<file path="src/sv/clas_pkg.sv">
package clas_pkg;

   localparam int BYTE_W   = 8;
   localparam int COUNT_W  = 8;
   localparam int COUNT_MAX = 255;

   localparam logic [BYTE_W-1:0] CHAR_NUL    = 8'h00;
   localparam logic [BYTE_W-1:0] CHAR_TAB    = 8'h09;
   localparam logic [BYTE_W-1:0] CHAR_SPACE  = 8'h20;
   localparam logic [BYTE_W-1:0] CHAR_QUOTE  = 8'h22;
   localparam logic [BYTE_W-1:0] CHAR_BSLASH = 8'h5C;

   typedef struct packed {
      logic [COUNT_W-1:0] backslashes;
      logic               char_valid;
      logic [BYTE_W-1:0]  out_char;
      logic               arg_end;
   } clas_rsp_type;

   typedef struct packed {
      logic         has_result;
      clas_rsp_type rsp;
   } clas_result_type;

   typedef struct packed {
      logic in_quotes;
      logic quote_pending;
      logic arg_open;
   } clas_status_type;

endpackage

</file>
<file path="src/sv/clas_if.sv">
interface clas_req_if;
   import clas_pkg::*;

   logic              valid;
   logic              ready;
   logic [BYTE_W-1:0] text_byte;

   modport source (output valid, output text_byte, input ready);
   modport sink (input valid, input text_byte, output ready);
endinterface

interface clas_rsp_if;
   import clas_pkg::*;

   logic               valid;
   logic               ready;
   logic [COUNT_W-1:0] backslashes;
   logic               char_valid;
   logic [BYTE_W-1:0]  out_char;
   logic               arg_end;

   modport source (output valid, output backslashes, output char_valid, output out_char,
                   output arg_end, input ready);
   modport sink (input valid, input backslashes, input char_valid, input out_char,
                 input arg_end, output ready);
endinterface

</file>
<file path="src/sv/clas_in_stage.sv">
module clas_in_stage (
   input  logic                      clock,
   input  logic                      reset,
   clas_req_if.sink                  req_chan,
   input  logic                      step,
   output logic                      byte_valid,
   output logic [clas_pkg::BYTE_W-1:0] byte_data
);
   import clas_pkg::*;

   logic              valid_ff;
   logic              valid_in;
   logic [BYTE_W-1:0] byte_ff;
   logic              take;

   assign req_chan.ready = !valid_ff || step;
   assign take = req_chan.valid && req_chan.ready;

   always_comb begin
      valid_in = valid_ff;
      if (take) begin
         valid_in = 1'b1;
      end else if (step) begin
         valid_in = 1'b0;
      end
   end

   always_ff @(posedge clock) begin
      if (reset) begin
         valid_ff <= 1'b0;
      end else begin
         valid_ff <= valid_in;
      end
   end

   always_ff @(posedge clock) begin
      if (take) begin
         byte_ff <= req_chan.text_byte;
      end
   end

   assign byte_valid = valid_ff;
   assign byte_data  = byte_ff;

endmodule

</file>
<file path="src/sv/clas_core.sv">
module clas_core #(
   parameter int MAX_BACKSLASH_RUN = 255
) (
   input  logic                        clock,
   input  logic                        reset,
   input  logic                        step,
   input  logic [clas_pkg::BYTE_W-1:0] byte_data,
   output clas_pkg::clas_result_type   result,
   output clas_pkg::clas_status_type   status
);
   import clas_pkg::*;

   localparam int RUN_W = $clog2(MAX_BACKSLASH_RUN + 1);
   localparam int EXT_W = RUN_W + COUNT_W;

   logic             in_quotes_ff;
   logic             in_quotes_in;
   logic             quote_pending_ff;
   logic             quote_pending_in;
   logic             arg_open_ff;
   logic             arg_open_in;
   logic [RUN_W-1:0] run_ff;
   logic [RUN_W-1:0] run_in;

   logic             iq;
   logic [RUN_W-1:0] count;
   logic [EXT_W-1:0] count_ext;
   logic             valid;
   logic [BYTE_W-1:0] ch;
   logic             arg_end;

   always_comb begin
      in_quotes_in     = in_quotes_ff;
      quote_pending_in = 1'b0;
      arg_open_in      = arg_open_ff;
      run_in           = run_ff;
      iq               = in_quotes_ff;
      count            = '0;
      valid            = 1'b0;
      ch               = CHAR_NUL;
      arg_end          = 1'b0;
      if (quote_pending_ff && byte_data == CHAR_QUOTE) begin
         valid = 1'b1;
         ch    = CHAR_QUOTE;
      end else begin
         if (quote_pending_ff) begin
            iq = 1'b0;
         end
         in_quotes_in = iq;
         priority if (byte_data == CHAR_NUL) begin
            count            = run_ff;
            arg_end          = arg_open_ff;
            in_quotes_in     = 1'b0;
            arg_open_in      = 1'b0;
            run_in           = '0;
            if (!arg_open_ff) begin
               count = '0;
            end
         end else if (byte_data == CHAR_BSLASH) begin
            arg_open_in = 1'b1;
            if (run_ff < RUN_W'(MAX_BACKSLASH_RUN)) begin
               run_in = run_ff + RUN_W'(1);
            end
         end else if (byte_data == CHAR_QUOTE) begin
            run_in      = '0;
            arg_open_in = 1'b1;
            count       = run_ff >> 1;
            if (run_ff[0]) begin
               valid = 1'b1;
               ch    = CHAR_QUOTE;
            end else if (iq) begin
               quote_pending_in = 1'b1;
            end else begin
               in_quotes_in = 1'b1;
            end
         end else if ((byte_data == CHAR_SPACE || byte_data == CHAR_TAB) && !iq) begin
            run_in      = '0;
            arg_open_in = 1'b0;
            if (arg_open_ff) begin
               count   = run_ff;
               arg_end = 1'b1;
            end
         end else begin
            run_in      = '0;
            arg_open_in = 1'b1;
            count       = run_ff;
            valid       = 1'b1;
            ch          = byte_data;
         end
      end
   end

   assign count_ext = EXT_W'(count);

   always_comb begin
      result.rsp.char_valid = valid;
      result.rsp.out_char   = ch;
      result.rsp.arg_end    = arg_end;
      if (count_ext > EXT_W'(COUNT_MAX)) begin
         result.rsp.backslashes = COUNT_W'(COUNT_MAX);
      end else begin
         result.rsp.backslashes = count_ext[COUNT_W-1:0];
      end
      result.has_result = (count != '0) || valid || arg_end;
   end

   always_ff @(posedge clock) begin
      if (reset) begin
         in_quotes_ff     <= 1'b0;
         quote_pending_ff <= 1'b0;
         arg_open_ff      <= 1'b0;
         run_ff           <= '0;
      end else if (step) begin
         in_quotes_ff     <= in_quotes_in;
         quote_pending_ff <= quote_pending_in;
         arg_open_ff      <= arg_open_in;
         run_ff           <= run_in;
      end
   end

   assign status.in_quotes     = in_quotes_ff;
   assign status.quote_pending = quote_pending_ff;
   assign status.arg_open      = arg_open_ff;

endmodule

</file>
<file path="src/sv/clas_rsp_stage.sv">
module clas_rsp_stage (
   input  logic                      clock,
   input  logic                      reset,
   input  logic                      step,
   input  clas_pkg::clas_result_type result,
   output logic                      free,
   clas_rsp_if.source                rsp_chan
);
   import clas_pkg::*;

   logic         valid_ff;
   logic         valid_in;
   clas_rsp_type data_ff;
   logic         load;

   assign free = !valid_ff || rsp_chan.ready;
   assign load = step && result.has_result;

   always_comb begin
      valid_in = valid_ff;
      if (load) begin
         valid_in = 1'b1;
      end else if (rsp_chan.ready) begin
         valid_in = 1'b0;
      end
   end

   always_ff @(posedge clock) begin
      if (reset) begin
         valid_ff <= 1'b0;
      end else begin
         valid_ff <= valid_in;
      end
   end

   always_ff @(posedge clock) begin
      if (load) begin
         data_ff <= result.rsp;
      end
   end

   assign rsp_chan.valid       = valid_ff;
   assign rsp_chan.backslashes = data_ff.backslashes;
   assign rsp_chan.char_valid  = data_ff.char_valid;
   assign rsp_chan.out_char    = data_ff.out_char;
   assign rsp_chan.arg_end     = data_ff.arg_end;

endmodule

</file>
<file path="src/sv/command_line_argument_splitter.sv">
// channel   direction  transaction
// req_chan  in         one command line byte, zero ends the line
// rsp_chan  out        backslash count, optional character, end of argument
//
// one byte per cycle sustained while rsp_chan does not stall; a byte passes from
// the input register through the splitter state update into the result register
// bytes that produce nothing are consumed without a transaction on rsp_chan
// reset clears the handshake valids and the splitter state
// a stalled rsp_chan holds its result; req_chan still takes one more byte
module command_line_argument_splitter #(
   parameter int MAX_BACKSLASH_RUN = 255
) (
   input  logic        clock,
   input  logic        reset,
   clas_req_if.sink    req_chan,
   clas_rsp_if.source  rsp_chan
);
   import clas_pkg::*;

   logic              byte_valid;
   logic [BYTE_W-1:0] byte_data;
   logic              free;
   logic              step;
   clas_result_type   result;
   clas_status_type   status;

   assign step = byte_valid && free;

   clas_in_stage u_in (
      .clock      (clock),
      .reset      (reset),
      .req_chan   (req_chan),
      .step       (step),
      .byte_valid (byte_valid),
      .byte_data  (byte_data)
   );

   clas_core #(
      .MAX_BACKSLASH_RUN (MAX_BACKSLASH_RUN)
   ) u_core (
      .clock     (clock),
      .reset     (reset),
      .step      (step),
      .byte_data (byte_data),
      .result    (result),
      .status    (status)
   );

   clas_rsp_stage u_rsp (
      .clock    (clock),
      .reset    (reset),
      .step     (step),
      .result   (result),
      .free     (free),
      .rsp_chan (rsp_chan)
   );

   a_pending_in_quotes: assert property (@(posedge clock) disable iff (reset)
      status.quote_pending |-> (status.in_quotes && status.arg_open))
      else $error("quote lookahead outside an open quoted argument");

   a_line_end_clears: assert property (@(posedge clock) disable iff (reset)
      (step && byte_data == CHAR_NUL) |=>
         (!status.in_quotes && !status.quote_pending && !status.arg_open))
      else $error("state not cleared at end of line");

   a_end_has_no_char: assert property (@(posedge clock) disable iff (reset)
      (rsp_chan.valid && rsp_chan.arg_end) |-> !rsp_chan.char_valid)
      else $error("end of argument carries a character");

   a_blank_char_zero: assert property (@(posedge clock) disable iff (reset)
      (rsp_chan.valid && !rsp_chan.char_valid) |-> (rsp_chan.out_char == CHAR_NUL))
      else $error("character field not zero without a character");

endmodule

</file>
<file path="src/flat_wrapper.sv">
// flat-port wrapper written by rule: the top's interface ports become plain ports
module command_line_argument_splitter_flat import clas_pkg::*;
#(
   parameter int MAX_BACKSLASH_RUN = 255
)
  (clock, reset, req_chan_valid, req_chan_text_byte, req_chan_ready, rsp_chan_valid, rsp_chan_backslashes, rsp_chan_char_valid, rsp_chan_out_char, rsp_chan_arg_end, rsp_chan_ready);
  clas_req_if req_chan_i ();
  clas_rsp_if rsp_chan_i ();
  input  logic clock;
  input  logic reset;
  input wire logic [$bits(req_chan_i.valid)-1:0] req_chan_valid;
  input wire logic [$bits(req_chan_i.text_byte)-1:0] req_chan_text_byte;
  output wire logic [$bits(req_chan_i.ready)-1:0] req_chan_ready;
  output wire logic [$bits(rsp_chan_i.valid)-1:0] rsp_chan_valid;
  output wire logic [$bits(rsp_chan_i.backslashes)-1:0] rsp_chan_backslashes;
  output wire logic [$bits(rsp_chan_i.char_valid)-1:0] rsp_chan_char_valid;
  output wire logic [$bits(rsp_chan_i.out_char)-1:0] rsp_chan_out_char;
  output wire logic [$bits(rsp_chan_i.arg_end)-1:0] rsp_chan_arg_end;
  input wire logic [$bits(rsp_chan_i.ready)-1:0] rsp_chan_ready;
  assign req_chan_i.valid = req_chan_valid;
  assign req_chan_i.text_byte = req_chan_text_byte;
  assign req_chan_ready = req_chan_i.ready;
  assign rsp_chan_valid = rsp_chan_i.valid;
  assign rsp_chan_backslashes = rsp_chan_i.backslashes;
  assign rsp_chan_char_valid = rsp_chan_i.char_valid;
  assign rsp_chan_out_char = rsp_chan_i.out_char;
  assign rsp_chan_arg_end = rsp_chan_i.arg_end;
  assign rsp_chan_i.ready = rsp_chan_ready;
  command_line_argument_splitter #(.MAX_BACKSLASH_RUN(MAX_BACKSLASH_RUN)) u_core (.clock(clock), .reset(reset), .req_chan(req_chan_i), .rsp_chan(rsp_chan_i));
endmodule
</file>
<file path="config.mk">
export PLATFORM = sky130hd
export DESIGN_NAME = command_line_argument_splitter_flat
export DESIGN_NICKNAME = d
export VERILOG_FILES = /design/src/sv/clas_pkg.sv /design/src/sv/clas_if.sv /design/src/sv/clas_in_stage.sv /design/src/sv/clas_core.sv /design/src/sv/clas_rsp_stage.sv /design/src/sv/command_line_argument_splitter.sv /design/src/flat_wrapper.sv
export SDC_FILE = /design/constraint.sdc
export NUM_CORES = 1
export LEC_CHECK = 0
export ABC_AREA = 1
export BUFFER_PORTS_ARGS = -buffer_cell sky130_fd_sc_hd__clkbuf_2
export CAP_MARGIN = 40
export CORE_AREA = 4 4 65 67
export CTS_CLUSTER_SIZE = 10
export DETAILED_ROUTE_END_ITERATION = 12
export DIE_AREA = 0 0 69 71
export PLACE_DENSITY = 0.81
export SYNTH_ARGS = -nofsm -noshare
export SYNTH_HDL_FRONTEND = slang
export SYNTH_SLANG_ARGS = --single-unit
</file>
<file path="constraint.sdc">
create_clock -name clock -period 2.65 [get_ports clock]
set_input_delay 0.265 -clock clock [delete_from_list [all_inputs] [get_ports clock]]
set_output_delay 0.265 -clock clock [all_outputs]
set_load 0.005 [all_outputs]
</file>
==> summary.md <==
| Metric | Value |
|---|---|
| Synthesized net count | 256 |
| Nets | 290 |
| # port buffers | 31 |
| R2r startpoint | u_core.u_in.byte_data[0]$_DFFE_PP_ |
| RSZ-0062 raised after global routing | false |
| Max-Slew Margin vs Limit | 60.5% |
| Initial antenna violation count | 0 |
| Total GRT Usage | 16.3% |
| CTS clock-pin slew for the worst setup and hold paths | 70 ps |
| CP required | 2580 ps |
| CTS Hold Bufs | 0 |
| Total CTS buffers | 5 |
| Pin count of the biggest net entering global routing | 19 |
| Initial Utilization | 54.2% |
| Mean Syn Cell Area | 8.10 µm² |
| N_diodes | 0 |
| LEAKAGE | 1.06 nW |
| Critical path arrival | approximately 2300 ps |
| Post-synthesis cell type count | 27 |
| Worst vdd ir | 0.000286 V |
| Critical path class | reg -> reg |
| Clk_lat worst skew | 290 ps |
| Worst-margin pin slew | 593 ps |
| Register area share after synthesis | 52.9% |
| Worst Setup Start Kind | register |
| Fmax | 416 MHz |
| Most common cell after layout, fill and taps aside | nand2_1 |
| EDFF count, synth | 26 |
| IO Count | 32 |
| Routed wire length | 3670 µm |
| Drt initial violations | 88 |
| Post-route clock period utilization | approximately nine tenths |
| Die W | 69 µm |
| DP HPWL | between 2000 and 3000 µm |
| Power Dens Cells | 541 nW/µm² |
| Buffers from clock root to sink, at most | 2 |
| YS warnings | 0 |
| GRT Residual Overflow | 0 |
| # rows | 22 |
| Max_cap viols | 0 |
| Setup crit start | u_core.u_in.byte_data[0]$_DFFE_PP_ |
| Routed Antenna Nets | 0 |
| CP max FO | 18 |
| Syn Inst Count | 243 |
| Synthesis-to-layout area growth | 15.3% |
| CTS tree | done |
| Critical Path End Type | register |
| Ordered cell list for the critical path | inv_2, nand2_1, nor2_1, nand2_1, buf_4, nand2_1, nand2_1, nand2_1, nor2_1, nand2_1, nand2_1, inv_1 |
| Power, Total | between 1 and 1.5 mW |
| Register bit total from synthesis | 39 |
| Status | complete, no violations |
| Remaining routing DRC violations | 0 |
| Ys flop type | edfxtp_1 |
| Top layer in use | met4 |
| Slowest cell on crit path | edfxtp_1 |
| Vias per inst | roughly 5.0 |
| # clock sinks | 39 |
| Clock Skew | about 7.3 ps |
| Fin. max-slew vios | 0 |
| Cts repair resizes | 0 |
| Hold path startpoint | req_chan_text_byte[7] |
| Wire length on met2 | 1690 µm |
| Critical path's largest stage delay | 450 ps |
| First-pass GRT wire length | 6470 µm |
| Share of cells above drive strength 1 | 21.9% |
| Commonest non-fill, non-tap cells in the layout | nand2_1, inv_1, clkbuf_2 |
| Vias in the first global route | 1,471 |
| Final Hold Violating Endpoints | 0 |
| Core ar. | 3630 µm² |
| Setup TNS | 0 ps |
| Synthesized cell area | 1970 µm² |
| Met1 Wirelength | 1650 µm |
| Root Buffer | clkbuf_8 |
| Worst Hold Class | in -> reg |
| Wire length on met3 | 258 µm |
| Synth async-reset ratio | 0% |
| Setup violators final | 0 |
| Vias post-DR | 1,615 |
| Wirelength per Cell | 11.2 µm |
| GPL Wtd Cong | slightly below 0.9 |
| Tmin final | ~2400 ps |
| DIE AREA | 4900 µm² |
| Post-CTS Setup Inserts | 0 |
| Drt first pass iters | 4 |
| CP most frequent cell | nand2_1 |
| Die Ht | 71 µm |
| H-Tree Depth | 2 |
## per-stage QoR
step | hold slack [ps] | util [%] | instances | worst slack (ps) | instance area (µm²)
floorplan | 344 | - | 243 | 574 | 1970
global placement | 443 | 59.5 | 318 | 304 | 2160
detailed placement | 444 | 59.5 | 318 | 260 | 2160
CTS | 139 | 62.5 | 326 | 245 | 2270
global route | 139 | 62.5 | 326 | 6.11 | 2270
finish | 145 | 62.5 | 326 | 245 | 2270
## synth_stat cells, types with 2 or more instances
library cell	n	area, µm²
a21oi_1	18	90.1
buf_2	2	10.0
clkbuf_1	2	7.51
dfxtp_1	13	260
edfxtp_1	26	781
inv_1	31	116
inv_2	10	37.5
nand2_1	70	263
nand2_2	5	31.3
nand3_1	6	30.0
nor2_1	24	90.1
nor3_1	8	40.0
o21ai_0	11	55.1
o21ai_1	4	20.0
## registers in the layout, summed over array words and instances, names as in the netlist
name	cells
u_core.u_rsp.rsp_chan.backslashes	8
u_core.u_core.arg_open_ff	1
u_core.u_core.in_quotes_ff	1
u_core.u_in.byte_valid	1
u_core.u_rsp.rsp_chan.arg_end	1
u_core.u_rsp.rsp_chan.char_valid	1
u_core.u_rsp.rsp_chan.valid	1
u_core.u_in.byte_data	8
u_core.u_rsp.rsp_chan.out_char	8
u_core.u_core.run_ff	8
u_core.u_core.quote_pending_ff	1
## critical path, delay by kind of cell (launching register included)
family | cells | cell delay [ps]
buffers and inverters | 3 | 780
DFF | 1 | 450
and+or+nand+nor | 9 | 820
## final timing paths
path                                                          to  slack (ps)  depth (start not counted)
setup / recovery  u_core.u_rsp.rsp_chan.backslashes[0]$_DFFE_PP_         250                         12
hold reg to reg      u_core.u_core.quote_pending_ff$_SDFFE_PP0P_         500                          2
setup reg to reg  u_core.u_rsp.rsp_chan.backslashes[0]$_DFFE_PP_         250                         12
hold / removal                u_core.u_in.byte_data[7]$_DFFE_PP_         140                          1
## final cells by class
cell class | count | area [µm²]
clock buffer | 5 | 68.8
clock inverter | 3 | 38.8
fill | 336 | 1360
inverter | 41 | 154
multi-input combinational | 158 | 746
sequential | 39 | 1040
tap | 48 | 60.1
timing repair buffer | 32 | 163
## kinds of logic (layout without fill, tap and decap cells)
kind of cell / count (synthesis) / in the layout / synth area share [%]
buffers and inverters: 46 / 81 / 9.28
DFF: 39 / 39 / 52.9
adders and majority gates: 1 / 1 / 0.635
AOI/OAI and AO/OA: 36 / 36 / 9.72
xor gates and xnor gates: 1 / 1 / 0.445
and+or+nand+nor: 120 / 120 / 27.1
## routing by layer
layer / up-vias / global-route usage [%]
met5: - / 0
met4: 0 / 9.11
met1: 717 / 21.2
met2: 47 / 25.5
met3: 6 / 3.13
li1: 845 / -
## power breakdown
group	leakage, nW	switching (mW)	total [mW]	internal (mW)
combinational	0.657	0.0510	0.0785	0.0275
clock	0.0556	0.191	0.466	0.275
sequential	0.347	0.0104	0.685	0.674
total	1.06	0.253	1.23	0.977
Power figures use the tool's default switching activity.
